## config.mk

```make
export PLATFORM = sky130hd
export DESIGN_NAME = i2c_slave_fifo_controller_top_flat
export DESIGN_NICKNAME = d
export VERILOG_FILES = /design/src/rtl/isfc_pkg.sv /design/src/rtl/isfc_ifs.sv /design/src/rtl/isfc_front.sv /design/src/rtl/isfc_back.sv /design/src/rtl/i2c_slave_fifo_controller_top.sv /design/src/flat_wrapper.sv
export SDC_FILE = /design/constraint.sdc
export NUM_CORES = 1
export LEC_CHECK = 0
export BUFFER_PORTS_ARGS = -buffer_cell sky130_fd_sc_hd__buf_2
export CAP_MARGIN = 40
export CORE_UTILIZATION = 35
export DETAILED_ROUTE_END_ITERATION = 7
export PLACE_DENSITY_LB_ADDON = 0.3
export RECOVER_POWER = 100
export REMOVE_ABC_BUFFERS = 1
export SETUP_SLACK_MARGIN = 0.4
export SLEW_MARGIN = 20
export SYNTH_ARGS = -nofsm -noshare
export SYNTH_HDL_FRONTEND = slang
export SYNTH_SLANG_ARGS = --single-unit
```

## constraint.sdc

```tcl
create_clock -name clk_i -period 7.7 [get_ports clk_i]
set_input_delay 0.385 -clock clk_i [delete_from_list [all_inputs] [get_ports clk_i]]
set_output_delay 0.385 -clock clk_i [all_outputs]
set_load 0.03 [all_outputs]
```

## src/rtl/isfc_pkg.sv

```systemverilog
// Types and constants shared by the I2C slave FIFO controller modules.
package isfc_pkg;

  typedef enum logic [3:0] {
    FUNC_HOST_READ  = 4'd0,
    FUNC_HOST_WRITE = 4'd1,
    FUNC_ADDR_WRITE = 4'd2,
    FUNC_RX_ACK     = 4'd3,
    FUNC_RX_NACK    = 4'd4,
    FUNC_STOP       = 4'd5,
    FUNC_TX_REQ     = 4'd6,
    FUNC_TX_NACK    = 4'd7,
    FUNC_FAULT      = 4'd8
  } func_e;

  typedef enum logic [3:0] {
    OP_IGNORE,
    OP_HOST_READ,
    OP_HOST_WRITE,
    OP_ADDR_WRITE,
    OP_RX_ACK,
    OP_RX_NACK,
    OP_RELEASE,
    OP_TX_REQ,
    OP_FAULT
  } op_e;

  typedef enum logic [1:0] {
    CTL_NONE = 2'd0,
    CTL_ACK  = 2'd1,
    CTL_NACK = 2'd2,
    CTL_OFF  = 2'd3
  } ctl_e;

  typedef enum logic [1:0] {
    ERR_NONE  = 2'd0,
    ERR_FULL  = 2'd1,
    ERR_FAULT = 2'd2,
    ERR_BUSY  = 2'd3
  } err_e;

  localparam logic [7:0] BYTE_NONE = 8'hFF;
  localparam logic [3:0] COUNT_MAX = 4'hF;

  typedef struct packed {
    op_e        op;
    logic [7:0] data;
  } cmd_t;

endpackage

```

## src/rtl/isfc_ifs.sv

```systemverilog
// Request and result channel interfaces of the I2C slave FIFO controller.
interface isfc_req_if;
  logic       valid;
  logic       ready;
  logic [3:0] func;
  logic [7:0] data_in;

  modport source (output valid, output func, output data_in, input ready);
  modport sink (input valid, input func, input data_in, output ready);
endinterface

interface isfc_res_if;
  logic       valid;
  logic       ready;
  logic [7:0] data_out;
  logic [1:0] bus_control;
  logic       read_empty;
  logic       frame_last;
  logic       write_accepted;
  logic [1:0] error_code;
  logic [3:0] receive_count;
  logic [3:0] transmit_pending;

  modport source (
    output valid, output data_out, output bus_control, output read_empty,
    output frame_last, output write_accepted, output error_code,
    output receive_count, output transmit_pending, input ready
  );
  modport sink (
    input valid, input data_out, input bus_control, input read_empty,
    input frame_last, input write_accepted, input error_code,
    input receive_count, input transmit_pending, output ready
  );
endinterface

```

## src/rtl/isfc_front.sv

```systemverilog
// Front end: accepts requests, decodes the event code and queues the commands.
module isfc_front (
  input  logic          clk_i,
  input  logic          rst_ni,
  isfc_req_if.sink      req_i,
  output isfc_pkg::cmd_t cmd_o,
  output logic          cmd_valid_o,
  input  logic          cmd_pop_i
);
  import isfc_pkg::*;

  cmd_t       queue_q [2];
  logic       wr_ptr_q;
  logic       rd_ptr_q;
  logic [1:0] count_q;
  logic [1:0] count_d;
  logic       push;
  logic       pop;
  cmd_t       cmd_new;

  always_comb begin
    cmd_new.data = req_i.data_in;
    unique case (req_i.func) inside
      FUNC_HOST_READ:          cmd_new.op = OP_HOST_READ;
      FUNC_HOST_WRITE:         cmd_new.op = OP_HOST_WRITE;
      FUNC_ADDR_WRITE:         cmd_new.op = OP_ADDR_WRITE;
      FUNC_RX_ACK:             cmd_new.op = OP_RX_ACK;
      FUNC_RX_NACK:            cmd_new.op = OP_RX_NACK;
      FUNC_STOP, FUNC_TX_NACK: cmd_new.op = OP_RELEASE;
      FUNC_TX_REQ:             cmd_new.op = OP_TX_REQ;
      FUNC_FAULT:              cmd_new.op = OP_FAULT;
      default:                 cmd_new.op = OP_IGNORE;
    endcase
  end

  assign req_i.ready = (count_q != 2'd2);
  assign push        = req_i.valid && req_i.ready;
  assign cmd_valid_o = (count_q != 2'd0);
  assign pop         = cmd_valid_o && cmd_pop_i;
  assign cmd_o       = queue_q[rd_ptr_q];

  always_comb begin
    count_d = count_q;
    if (push && !pop) begin
      count_d = count_q + 2'd1;
    end else if (pop && !push) begin
      count_d = count_q - 2'd1;
    end
  end

  always_ff @(posedge clk_i or negedge rst_ni) begin
    if (!rst_ni) begin
      wr_ptr_q <= 1'b0;
      rd_ptr_q <= 1'b0;
      count_q  <= 2'd0;
    end else begin
      count_q <= count_d;
      if (push) begin
        wr_ptr_q <= ~wr_ptr_q;
      end
      if (pop) begin
        rd_ptr_q <= ~rd_ptr_q;
      end
    end
  end

  always_ff @(posedge clk_i) begin
    if (push) begin
      queue_q[wr_ptr_q] <= cmd_new;
    end
  end

endmodule

```

## src/rtl/isfc_back.sv

```systemverilog
// Back end: ring buffers, bus state and the registered result stage.
module isfc_back #(
  parameter int RING_DEPTH = 16
) (
  input  logic           clk_i,
  input  logic           rst_ni,
  input  isfc_pkg::cmd_t cmd_i,
  input  logic           cmd_valid_i,
  output logic           cmd_pop_o,
  isfc_res_if.source     res_o
);
  import isfc_pkg::*;

  localparam int PW = (RING_DEPTH > 2) ? $clog2(RING_DEPTH) : 1;

  function automatic logic [PW-1:0] nxt(input logic [PW-1:0] p);
    return (p == PW'(RING_DEPTH - 1)) ? '0 : p + 1'b1;
  endfunction

  function automatic logic [PW-1:0] occupancy(input logic [PW-1:0] head,
                                              input logic [PW-1:0] tail);
    logic [PW:0] sum;
    sum = {1'b0, head} + (PW + 1)'(RING_DEPTH) - {1'b0, tail};
    return (head >= tail) ? head - tail : sum[PW-1:0];
  endfunction

  function automatic logic [3:0] sat15(input logic [PW-1:0] c);
    logic [PW+3:0] ext;
    ext = {4'b0000, c};
    return (ext > (PW + 4)'(15)) ? COUNT_MAX : ext[3:0];
  endfunction

  logic [7:0]    rx_mem [RING_DEPTH];
  logic [7:0]    tx_mem [RING_DEPTH];
  logic [7:0]    rx_rd_q;
  logic [7:0]    tx_rd_q;

  logic [PW-1:0] rx_head_q, rx_head_d, rx_tail_q, rx_tail_d;
  logic [PW-1:0] tx_head_q, tx_head_d, tx_tail_q, tx_tail_d;
  logic [7:0]    held_byte_q, held_byte_d;
  logic          held_valid_q, held_valid_d;
  logic          busy_q, busy_d;
  err_e          err_q, err_d;

  logic          rx_we, tx_we;
  logic [7:0]    rx_wdata;
  logic          pop;
  logic          rx_full;

  ctl_e          ctl;
  logic          empty, last, acc, sel_rx, sel_tx;

  logic          res_valid_q;
  logic          sel_rx_q, sel_tx_q;
  ctl_e          ctl_q;
  logic          empty_q, last_q, acc_q;
  err_e          status_q;
  logic [3:0]    rx_count_q, tx_count_q;

  assign pop       = cmd_valid_i && (!res_valid_q || res_o.ready);
  assign cmd_pop_o = pop;
  assign rx_full   = (nxt(rx_head_q) == rx_tail_q);

  always_comb begin
    rx_head_d    = rx_head_q;
    rx_tail_d    = rx_tail_q;
    tx_head_d    = tx_head_q;
    tx_tail_d    = tx_tail_q;
    held_byte_d  = held_byte_q;
    held_valid_d = held_valid_q;
    busy_d       = busy_q;
    err_d        = err_q;
    rx_we        = 1'b0;
    tx_we        = 1'b0;
    rx_wdata     = cmd_i.data;
    ctl          = CTL_NONE;
    empty        = 1'b0;
    last         = 1'b0;
    acc          = 1'b0;
    sel_rx       = 1'b0;
    sel_tx       = 1'b0;
    if (pop) begin
      unique case (cmd_i.op)
        OP_HOST_READ: begin
          if (rx_head_q == rx_tail_q) begin
            empty = 1'b1;
          end else begin
            sel_rx    = 1'b1;
            rx_tail_d = nxt(rx_tail_q);
            if (held_valid_q) begin
              rx_we        = 1'b1;
              rx_wdata     = held_byte_q;
              rx_head_d    = nxt(rx_head_q);
              held_valid_d = 1'b0;
            end
            if (!busy_q) begin
              if (rx_head_d == rx_tail_d) begin
                last  = 1'b1;
                err_d = ERR_NONE;
                ctl   = CTL_ACK;
              end
            end else if (nxt(rx_head_d) != rx_tail_d) begin
              ctl = CTL_ACK;
            end
          end
        end
        OP_HOST_WRITE: begin
          if (nxt(tx_head_q) != tx_tail_q) begin
            tx_we     = 1'b1;
            tx_head_d = nxt(tx_head_q);
            acc       = 1'b1;
          end
        end
        OP_ADDR_WRITE: begin
          ctl    = rx_full ? CTL_NACK : CTL_ACK;
          busy_d = 1'b1;
        end
        OP_RX_ACK: begin
          held_valid_d = 1'b0;
          if (rx_full) begin
            err_d = ERR_FULL;
            ctl   = CTL_NACK;
          end else begin
            rx_we     = 1'b1;
            rx_head_d = nxt(rx_head_q);
            if (nxt(rx_head_d) == rx_tail_q) begin
              err_d = ERR_FULL;
              ctl   = CTL_NACK;
            end else begin
              err_d = ERR_NONE;
              ctl   = CTL_ACK;
            end
          end
        end
        OP_RX_NACK: begin
          held_byte_d  = cmd_i.data;
          held_valid_d = 1'b1;
          ctl          = CTL_OFF;
        end
        OP_RELEASE: begin
          busy_d = 1'b0;
          ctl    = CTL_OFF;
        end
        OP_TX_REQ: begin
          if (tx_head_q != tx_tail_q) begin
            sel_tx    = 1'b1;
            tx_tail_d = nxt(tx_tail_q);
          end
          ctl = CTL_ACK;
        end
        OP_FAULT: begin
          err_d  = ERR_FAULT;
          busy_d = 1'b0;
          ctl    = CTL_OFF;
        end
        default: begin
        end
      endcase
    end
  end

  always_ff @(posedge clk_i or negedge rst_ni) begin
    if (!rst_ni) begin
      rx_head_q    <= '0;
      rx_tail_q    <= '0;
      tx_head_q    <= '0;
      tx_tail_q    <= '0;
      held_valid_q <= 1'b0;
      busy_q       <= 1'b0;
      err_q        <= ERR_NONE;
      res_valid_q  <= 1'b0;
    end else begin
      rx_head_q    <= rx_head_d;
      rx_tail_q    <= rx_tail_d;
      tx_head_q    <= tx_head_d;
      tx_tail_q    <= tx_tail_d;
      held_valid_q <= held_valid_d;
      busy_q       <= busy_d;
      err_q        <= err_d;
      if (pop) begin
        res_valid_q <= 1'b1;
      end else if (res_o.ready) begin
        res_valid_q <= 1'b0;
      end
    end
  end

  always_ff @(posedge clk_i) begin
    held_byte_q <= held_byte_d;
    if (pop) begin
      sel_rx_q   <= sel_rx;
      sel_tx_q   <= sel_tx;
      ctl_q      <= ctl;
      empty_q    <= empty;
      last_q     <= last;
      acc_q      <= acc;
      status_q   <= busy_d ? ERR_BUSY : err_d;
      rx_count_q <= sat15(occupancy(rx_head_d, rx_tail_d));
      tx_count_q <= sat15(occupancy(tx_head_d, tx_tail_d));
    end
  end

  always_ff @(posedge clk_i) begin
    if (rx_we) begin
      rx_mem[rx_head_q] <= rx_wdata;
    end
    if (pop) begin
      rx_rd_q <= rx_mem[rx_tail_q];
    end
  end

  always_ff @(posedge clk_i) begin
    if (tx_we) begin
      tx_mem[tx_head_q] <= cmd_i.data;
    end
    if (pop) begin
      tx_rd_q <= tx_mem[tx_tail_q];
    end
  end

  assign res_o.valid            = res_valid_q;
  assign res_o.data_out         = sel_rx_q ? rx_rd_q : (sel_tx_q ? tx_rd_q : BYTE_NONE);
  assign res_o.bus_control      = ctl_q;
  assign res_o.read_empty       = empty_q;
  assign res_o.frame_last       = last_q;
  assign res_o.write_accepted   = acc_q;
  assign res_o.error_code       = status_q;
  assign res_o.receive_count    = rx_count_q;
  assign res_o.transmit_pending = tx_count_q;

endmodule

```

## src/rtl/i2c_slave_fifo_controller_top.sv

```systemverilog
// Top level of the I2C slave FIFO controller: front-end queue and ring back end.
// A request is stored in the command queue, then popped into the registered result stage.
// Throughput: one request per cycle while results are taken; a stalled result holds the ring update.
// A two-entry command queue lets requests be taken while a result is stalled.
// Reset clears pointers, flags and the error state at once; ring contents stay
// undefined until written, and no clearing pass is needed.
module i2c_slave_fifo_controller_top #(
  parameter int RING_DEPTH = 16
) (
  input  logic       clk_i,
  input  logic       rst_ni,
  isfc_req_if.sink   req_i,
  isfc_res_if.source res_o
);
  import isfc_pkg::*;

  cmd_t cmd;
  logic cmd_valid;
  logic cmd_pop;

  isfc_front u_front (
    .clk_i       (clk_i),
    .rst_ni      (rst_ni),
    .req_i       (req_i),
    .cmd_o       (cmd),
    .cmd_valid_o (cmd_valid),
    .cmd_pop_i   (cmd_pop)
  );

  isfc_back #(
    .RING_DEPTH (RING_DEPTH)
  ) u_back (
    .clk_i       (clk_i),
    .rst_ni      (rst_ni),
    .cmd_i       (cmd),
    .cmd_valid_i (cmd_valid),
    .cmd_pop_o   (cmd_pop),
    .res_o       (res_o)
  );

endmodule

```

## src/flat_wrapper.sv

```systemverilog
// flat-port wrapper written by rule: the top's interface ports become plain ports
module i2c_slave_fifo_controller_top_flat import isfc_pkg::*;
#(
  parameter int RING_DEPTH = 16
)
  (clk_i, rst_ni, req_i_valid, req_i_func, req_i_data_in, req_i_ready, res_o_valid, res_o_data_out, res_o_bus_control, res_o_read_empty, res_o_frame_last, res_o_write_accepted, res_o_error_code, res_o_receive_count, res_o_transmit_pending, res_o_ready);
  isfc_req_if req_i_i ();
  isfc_res_if res_o_i ();
  input  logic clk_i;
  input  logic rst_ni;
  input wire logic [$bits(req_i_i.valid)-1:0] req_i_valid;
  input wire logic [$bits(req_i_i.func)-1:0] req_i_func;
  input wire logic [$bits(req_i_i.data_in)-1:0] req_i_data_in;
  output wire logic [$bits(req_i_i.ready)-1:0] req_i_ready;
  output wire logic [$bits(res_o_i.valid)-1:0] res_o_valid;
  output wire logic [$bits(res_o_i.data_out)-1:0] res_o_data_out;
  output wire logic [$bits(res_o_i.bus_control)-1:0] res_o_bus_control;
  output wire logic [$bits(res_o_i.read_empty)-1:0] res_o_read_empty;
  output wire logic [$bits(res_o_i.frame_last)-1:0] res_o_frame_last;
  output wire logic [$bits(res_o_i.write_accepted)-1:0] res_o_write_accepted;
  output wire logic [$bits(res_o_i.error_code)-1:0] res_o_error_code;
  output wire logic [$bits(res_o_i.receive_count)-1:0] res_o_receive_count;
  output wire logic [$bits(res_o_i.transmit_pending)-1:0] res_o_transmit_pending;
  input wire logic [$bits(res_o_i.ready)-1:0] res_o_ready;
  assign req_i_i.valid = req_i_valid;
  assign req_i_i.func = req_i_func;
  assign req_i_i.data_in = req_i_data_in;
  assign req_i_ready = req_i_i.ready;
  assign res_o_valid = res_o_i.valid;
  assign res_o_data_out = res_o_i.data_out;
  assign res_o_bus_control = res_o_i.bus_control;
  assign res_o_read_empty = res_o_i.read_empty;
  assign res_o_frame_last = res_o_i.frame_last;
  assign res_o_write_accepted = res_o_i.write_accepted;
  assign res_o_error_code = res_o_i.error_code;
  assign res_o_receive_count = res_o_i.receive_count;
  assign res_o_transmit_pending = res_o_i.transmit_pending;
  assign res_o_i.ready = res_o_ready;
  i2c_slave_fifo_controller_top #(.RING_DEPTH(RING_DEPTH)) u_core (.clk_i(clk_i), .rst_ni(rst_ni), .req_i(req_i_i), .res_o(res_o_i));
endmodule
```

==> results.json, run 1 <==
{
  "worstPathMaxFanout": 38,
  "cts_buffers": 35,
  "count_of_cells_along_the_worst_hold_path": 1,
  "yosysUniqueCellTypes": 69,
  "post-layout-total-power_uw": 5947,
  "die_area_mm2": 0.04265,
  "viasPerCell": 5.067,
  "internal_power_uw": 4016,
  "yosysSeqAreaShare_pct": 70.11,
  "syn-mean-instance-area_um2": 18.16,
  "min-delay-start": "req_i_data_in[1]",
  "post_route_clock_skew_ps": 10.50,
  "leakage_component_of_the_power_uw": 0.005254,
  "ys.warnings.count": 0,
  "grt_util_all_layers_pct": 14.59,
  "initialDrtViolationCount": 522,
  "sequential_share_of_power_pct": 44.3,
  "critical_path.endpoint_type": "register",
  "worst_slack_ps": 2494,
  "run_status": "finished, violations left",
  "wl_um": 30530,
  "report.final.slew_viol_count": 102,
  "drt_pre_antenna_iters": 7,
  "violations": "design-rule violations, max-capacitance violations, max-slew violations",
  "drc": 2,
  "tightest_slew_ps": 3106,
  "layout.nets": 926,
  "grt_first_pass_wirelength_um": 45920,
  "synth_async_sr_flop_share_pct": 7.225,
  "multiInputGateArea_mm2": 0.004028,
  "register_area_mm2": 0.01027,
  "final.fill_count": 3686,
  "number_of_standard_cells_after_synthesis": 806,
  "cts_max_path_buffers": 3,
  "worstSetupPathType": "reg2reg",
  "worst-endpoint-required_ps": 7950,
  "largest_cells_by_area_after_synthesis": "sky130_fd_sc_hd__edfxtp_1 (66%), sky130_fd_sc_hd__mux4_2 (12%), sky130_fd_sc_hd__dfrtp_1 (4.3%), sky130_fd_sc_hd__ha_1 (1.7%), sky130_fd_sc_hd__mux2_2 (1.6%)",
  "hp-class": "in2reg",
  "place.port_buffers": 40,
  "dpl.hpwl_um": 20200,
  "hold-path-endpoint": "u_core.u_front.queue_q[0][1]",
  "grt_overflow_total": 0,
  "timing.fmax_ghz": 0.1921,
  "worst_ir_drop_vdd_mv": 0.2354,
  "layout-drive-gt1-share_pct": 16.14,
  "cts_root_buf": "sky130_fd_sc_hd__clkbuf_16",
  "post_detailed_route_wirelength_per_cell_um": 21.15,
  "via_count_of_the_first_global_routing_pass": 7410,
  "starting_density_of_the_core_pct": 35.69,
  "clock_sink_count": 346,
  "unrepaired_setup_endpoints_after_global_routing": "no",
  "worst_r2r_startpoint": "u_core.u_back.tx_tail_q[0]",
  "switching_share_pct": 32.47,
  "drt.antenna.violating_nets": 0,
  "critical_path.reg2reg.endpoint": "u_core.u_back.res_o.transmit_pending[2]",
  "clock_latency_ps": 510,
  "fp.dieW_um": 206.5,
  "synthToLayoutAreaGrowth_pct": 12.03,
  "gpl.final_weighted_congestion": 0.7888,
  "h-tree-depth": 2,
  "power_per_cell_area_mw_per_mm2": 362.6,
  "die_height_um": 206.5,
  "insertedDiodeCount": 0,
  "cts_resized": 0,
  "place_ws_ps": 3676,
  "net-switching-power_uw": 1931,
  "number_of_antenna_violations_at_the_first_check_in_global_routing": 0,
  "worstPathArrival_ps": 5460,
  "yosysMostFrequentCell": "sky130_fd_sc_hd__edfxtp_1",
  "most_frequent_cells_after_synthesis": "sky130_fd_sc_hd__edfxtp_1 (321), sky130_fd_sc_hd__mux4_2 (80), sky130_fd_sc_hd__nor2_1 (53)",
  "cts_setup_buffers": 0,
  "reg2reg_depth": 8,
  "synth.cell_area_mm2": 0.01464,
  "via_count": 7312,
  "setup-tns-final_ps": 0,
  "cp-start-kind": "register",
  "max_slew_margin_pct": -107.0,
  "maximum_number_of_pins_on_one_net_before_global_route_repair": 43,
  "rows": 74,
  "coreArea_mm2": 0.04102,
  "ys.flop_type": "sky130_fd_sc_hd__edfxtp_1",
  "min_period_ps": 5206,
  "synth_largest_area_cell": "sky130_fd_sc_hd__edfxtp_1",
  "synth_edf_count": 321,
  "num_io_pins": 41,
  "clk_pin_slew_ps": 60,
  "cts_tree": "done",
  "maxcap_violations": 3,
  "yosys_register_bits": 346,
  "endpoints_failing_hold": 0,
  "reg2reg_setup_slack_ps": 2490,
  "layout_worst_path_cycle_share_pct": 67.61,
  "timing.final.setup_violations": 0,
  "clock_share_of_power_pct": 25.4,
  "pwr-share-comb_pct": 30.3,
  "synthDominantCellAreaShare_pct": 65.84
}
sequential cells by signal (all words and copies together) (netlist names), 8 cells and up:
signal,cells
u_core.u_back.rx_mem,128
u_core.u_back.tx_mem,128
u_core.u_front.queue_q,24
u_core.u_back.held_byte_q,8
u_core.u_back.rx_rd_q,8
u_core.u_back.tx_rd_q,8
power by group through the flow:
stage                     clock network [uW]  logic (uW)  registers (uW)
after detailed placement                   0        1860            2680
final                                   1510        1800            2630
after CTS                               1550        1870            2640
after global routing                    1610        1970            2660
after global placement                     0        1840            2680
after floorplan                            0        1160            2800
layout by cell type, fill, tap and decap left out, types with 3 or more instances in the layout:
cell type / synthesis / routed
sky130_fd_sc_hd__dfrtp_1: 25 / 23
sky130_fd_sc_hd__nor3_1: 16 / 17
sky130_fd_sc_hd__xor2_1: 14 / 14
sky130_fd_sc_hd__or3_1: 3 / 3
sky130_fd_sc_hd__o21ai_0: 9 / 10
sky130_fd_sc_hd__mux4_2: 80 / 80
sky130_fd_sc_hd__nand2_1: 32 / 33
sky130_fd_sc_hd__a21oi_1: 23 / 24
sky130_fd_sc_hd__clkbuf_1: 11 / 77
sky130_fd_sc_hd__a31oi_1: 6 / 6
sky130_fd_sc_hd__edfxtp_1: 321 / 321
sky130_fd_sc_hd__ha_1: 20 / 20
sky130_fd_sc_hd__clkinv_2: 0 / 4
sky130_fd_sc_hd__buf_2: 18 / 7
sky130_fd_sc_hd__nand2b_1: 13 / 13
sky130_fd_sc_hd__xnor2_1: 27 / 27
sky130_fd_sc_hd__inv_6: 0 / 3
sky130_fd_sc_hd__mux2_1: 0 / 20
sky130_fd_sc_hd__nor2_1: 53 / 53
sky130_fd_sc_hd__mux2i_1: 5 / 5
sky130_fd_sc_hd__and3_1: 3 / 3
sky130_fd_sc_hd__buf_4: 3 / 4
sky130_fd_sc_hd__clkbuf_16: 0 / 35
sky130_fd_sc_hd__o211ai_1: 3 / 4
sky130_fd_sc_hd__a21o_1: 7 / 7
sky130_fd_sc_hd__clkinv_1: 0 / 9
sky130_fd_sc_hd__inv_1: 27 / 26
sky130_fd_sc_hd__nand3_1: 8 / 8
metal layers:
layer | GRT usage (%) | wire length [um] | up-vias
met3 | 2.208 | 1192 | 36
met5 | 0 | 0 | -
met4 | 4.359 | 629 | 0
met2 | 23.54 | 14760 | 152
li1 | - | - | 3347
met1 | 20.42 | 13950 | 3777
critical path, cell delays in order, from the launching register on:
cell	delay, ps
sky130_fd_sc_hd__dfrtp_2	330
sky130_fd_sc_hd__clkbuf_1	2160
sky130_fd_sc_hd__xnor2_1	280
sky130_fd_sc_hd__a41o_1	330
sky130_fd_sc_hd__nor4_1	580
sky130_fd_sc_hd__mux2_1	420
sky130_fd_sc_hd__ha_1	240
sky130_fd_sc_hd__fa_1	440
sky130_fd_sc_hd__xnor2_1	140
timing repair:
action	in CTS	in global routing
endpoints found under the setup margin	0	0
hold endpoints to repair	25	0
hold buffers	1	0
cell type report:
cell class / count / area share, %
Timing Repair Buffer: 81 / 2.105
Clock inverter: 16 / 0.5187
Inverter: 27 / 0.6179
Clock buffer: 44 / 5.546
Multi-Input combinational cell: 397 / 24.56
Tap cell: 532 / 4.058
Sequential cell: 346 / 62.60
worst max path at each step:
stage                                                    endpoint  depth (start not counted)                  startpoint  slack, ps
after detailed placement     u_core.u_back.res_o.receive_count[3]                         13  u_core.u_back.rx_head_q[0]       3680
after global placement       u_core.u_back.res_o.receive_count[3]                         13  u_core.u_back.rx_head_q[0]       3780
final                     u_core.u_back.res_o.transmit_pending[2]                          8  u_core.u_back.tx_tail_q[0]       2490
after global routing      u_core.u_back.res_o.transmit_pending[2]                          8  u_core.u_back.tx_tail_q[0]       1920
after floorplan              u_core.u_back.res_o.receive_count[3]                         11  u_core.u_back.rx_tail_q[0]       3840
after CTS                    u_core.u_back.res_o.receive_count[3]                         13  u_core.u_back.rx_head_q[0]       3650
stage by stage:
step / area (um2) / hold WS (ps) / util (%) / cells
after floorplan: 14450 / 89.41 / - / 770
after global placement: 15450 / 449.1 / 37.67 / 1359
after detailed placement: 15610 / 456.4 / 38.05 / 1378
after CTS: 16610 / 33.95 / 40.50 / 1439
after global routing: 16400 / 47.09 / 39.99 / 1443
final: 16400 / 63.48 / 39.99 / 1443
logic make-up (layout without fill, tap and decap cells):
group | Yosys count | in the layout | share of synthesized area [%]
flip-flops | 346 | 346 | 70.11
AND/OR/NAND/NOR | 154 | 154 | 5.299
multiplexers | 107 | 107 | 14.42
AO/OA/AOI/OAI | 71 | 71 | 3.419
buffers and inverters | 63 | 168 | 2.000
XOR/XNOR | 43 | 43 | 2.769
adder cells (fa/ha/maj) | 22 | 22 | 1.983
(Power assumes the default switching activity.)
==> inputs of run 2 (changes only) <==
clock period = 5.4 ns   (was 7.7 ns; I/O delays follow)
==> results.json, run 2 (synthesis results as in run 1) <==
{
  "timing.final.setup_violations": 0,
  "wl_um": 30220,
  "fp.dieW_um": 206.5,
  "share_of_the_core_filled_with_cells_in_the_final_layout_pct": 40.53,
  "clock_latency_ps": 520,
  "report.final.slew_viol_count": 63,
  "min_period_ps": 4497,
  "endpoints_failing_hold": 0,
  "timing.fmax_ghz": 0.2224,
  "die_area_mm2": 0.04265,
  "grt_first_pass_wirelength_um": 46250,
  "reg2reg_setup_slack_ps": 900,
  "leakage_component_of_the_power_uw": 0.005360,
  "die_height_um": 206.5,
  "drc": 2,
  "cts_tree": "done",
  "critical_path.endpoint_type": "register",
  "cts_root_buf": "sky130_fd_sc_hd__clkbuf_16",
  "final.fill_count": 3683,
  "worstPathArrival_ps": 4640,
  "power_per_cell_area_mw_per_mm2": 519.4,
  "dpl.hpwl_um": 19990,
  "hold-path-endpoint": "u_core.u_back.res_o.valid",
  "tightest_slew_ps": 2328,
  "unrepaired_setup_endpoints_after_global_routing": "no",
  "hp-class": "in2reg",
  "gpl.final_weighted_congestion": 0.7816,
  "worst-endpoint-required_ps": 5550,
  "setup-tns-final_ps": 0,
  "insertedDiodeCount": 0,
  "violations": "design-rule violations, max-capacitance violations, max-slew violations",
  "worst_r2r_startpoint": "u_core.u_front.rd_ptr_q",
  "coreArea_mm2": 0.04102,
  "drt_pre_antenna_iters": 7,
  "starting_density_of_the_core_pct": 35.69,
  "viasPerCell": 5.076,
  "drt.antenna.violating_nets": 0,
  "cts_buffers": 35,
  "post_route_clock_skew_ps": 11.73,
  "initialDrtViolationCount": 514,
  "largest_registers": "u_core.u_back.rx_mem (128), u_core.u_back.tx_mem (128), u_core.u_front.queue_q (24)",
  "layout.cells.most_common_list": "sky130_fd_sc_hd__edfxtp_1 (321), sky130_fd_sc_hd__mux4_2 (80), sky130_fd_sc_hd__clkbuf_1 (72)",
  "clock_sink_count": 346,
  "synthToLayoutAreaGrowth_pct": 13.55,
  "rows": 74,
  "layout-drive-gt1-share_pct": 16.92,
  "worstPathMaxFanout": 13,
  "worstSetupPathType": "reg2reg",
  "max_slew_margin_pct": -55.18,
  "h-tree-depth": 2,
  "layout.nets": 934,
  "grt_overflow_total": 0,
  "reg2reg_depth": 10,
  "place.port_buffers": 40,
  "via_count": 7381,
  "cts_max_path_buffers": 3,
  "count_of_cells_along_the_worst_hold_path": 3,
  "clk_pin_slew_ps": 60,
  "post_detailed_route_wirelength_per_cell_um": 20.78,
  "min-delay-start": "res_o_ready",
  "run_status": "finished, violations left",
  "layout_worst_path_cycle_share_pct": 83.27,
  "grt_util_all_layers_pct": 14.65,
  "worst_ir_drop_vdd_mv": 0.3906,
  "number_of_antenna_violations_at_the_first_check_in_global_routing": 0,
  "cp-start-kind": "register",
  "cts_setup_buffers": 0,
  "layout_commonest_cell": "sky130_fd_sc_hd__edfxtp_1",
  "maxcap_violations": 2,
  "critical_path.reg2reg.endpoint": "u_core.u_back.rx_mem[11][2]",
  "maximum_number_of_pins_on_one_net_before_global_route_repair": 38,
  "via_count_of_the_first_global_routing_pass": 7500,
  "num_io_pins": 41
}
## run 2: changes by cell type in the layout (fill, tap and decap cells not counted), moves of 2 or more
cell,previous run,this run
sky130_fd_sc_hd__mux2_1,20,18
sky130_fd_sc_hd__mux2_2,1,3
sky130_fd_sc_hd__clkbuf_16,35,37
sky130_fd_sc_hd__inv_6,3,0
sky130_fd_sc_hd__clkbuf_1,77,72
sky130_fd_sc_hd__clkinv_2,4,6
sky130_fd_sc_hd__bufinv_16,0,2
sky130_fd_sc_hd__dlygate4sd3_1,1,9
sky130_fd_sc_hd__clkinv_1,9,11
## run 2: cell type report
class / instances / area (um2) / share of cell area [%]
clock buffers: 44 / 962.2 / 5.788
clock inverters: 19 / 136.4 / 0.8204
inverters: 27 / 101.3 / 0.6096
multi-input cells: 397 / 4039 / 24.29
flip-flops and latches: 346 / 10270 / 61.76
well taps: 532 / 665.6 / 4.004
repair buffers: 89 / 452.9 / 2.724
## run 2: critical path, stage by stage, from the launching register on
cell and delay, ps:
sky130_fd_sc_hd__dfrtp_1 590, sky130_fd_sc_hd__clkbuf_1 550, sky130_fd_sc_hd__mux2i_1 260, sky130_fd_sc_hd__clkbuf_1 430, sky130_fd_sc_hd__o211ai_1 320, sky130_fd_sc_hd__nor2_1 380, sky130_fd_sc_hd__nand2_1 120, sky130_fd_sc_hd__a21oi_2 330
sky130_fd_sc_hd__nand2_1 200, sky130_fd_sc_hd__nor2_1 430, sky130_fd_sc_hd__clkbuf_1 500
## run 2: what timing repair did
item | in CTS | in global routing
hold buffers | 9 | 0
gates resized for setup | 0 | 0
hold endpoints to repair | 41 | 0
## run 2: worst max path at each step
stage          slack (ps)                                   end                  startpoint
2_1_floorplan        1540  u_core.u_back.res_o.receive_count[3]  u_core.u_back.rx_tail_q[0]
3_3_place_gp         1470  u_core.u_back.res_o.receive_count[3]  u_core.u_back.rx_head_q[0]
3_5_place_dp         1390  u_core.u_back.res_o.receive_count[3]  u_core.u_back.rx_head_q[0]
4_1_cts              1370  u_core.u_back.res_o.receive_count[3]  u_core.u_back.rx_head_q[0]
5_1_grt               550           u_core.u_back.rx_mem[11][7]     u_core.u_front.rd_ptr_q
6_report              900           u_core.u_back.rx_mem[11][2]     u_core.u_front.rd_ptr_q
## run 2: through the flow
| step | area (um2) | std cells | setup WS (ps) | power (uW) | hold slack [ps] |
|---|---|---|---|---|---|
| after detailed placement | 15580 | 1373 | 1387 | 6469 | 340.8 |
| after floorplan | 14450 | 770 | 1539 | 5651 | -25.59 |
| after global placement | 15470 | 1362 | 1474 | 6437 | 343.7 |
| after CTS | 16770 | 1445 | 1374 | 8813 | 34.08 |
| after global routing | 16620 | 1454 | 553.4 | 9093 | 39.93 |
| final | 16620 | 1454 | 903.2 | 8635 | 22.03 |
## run 2: layer usage
| layer | track usage [%] | share of wire (%) | wire length, um | vias to the layer above |
|---|---|---|---|---|
| li1 | - | - | - | 3361 |
| met1 | 20.77 | 46 | 14040 | 3828 |
| met2 | 23.30 | 48 | 14490 | 158 |
| met3 | 2.665 | 4.2 | 1264 | 34 |
| met4 | 3.624 | 1.4 | 431 | 0 |
| met5 | 0 | 0 | 0 | - |
## run 2: where the power goes
group	internal [uW]	switching (uW)	total [uW]
logic	1010	1540	2550
registers	3530	236	3760
clock network	1360	965	2320
total	5890	2740	8630
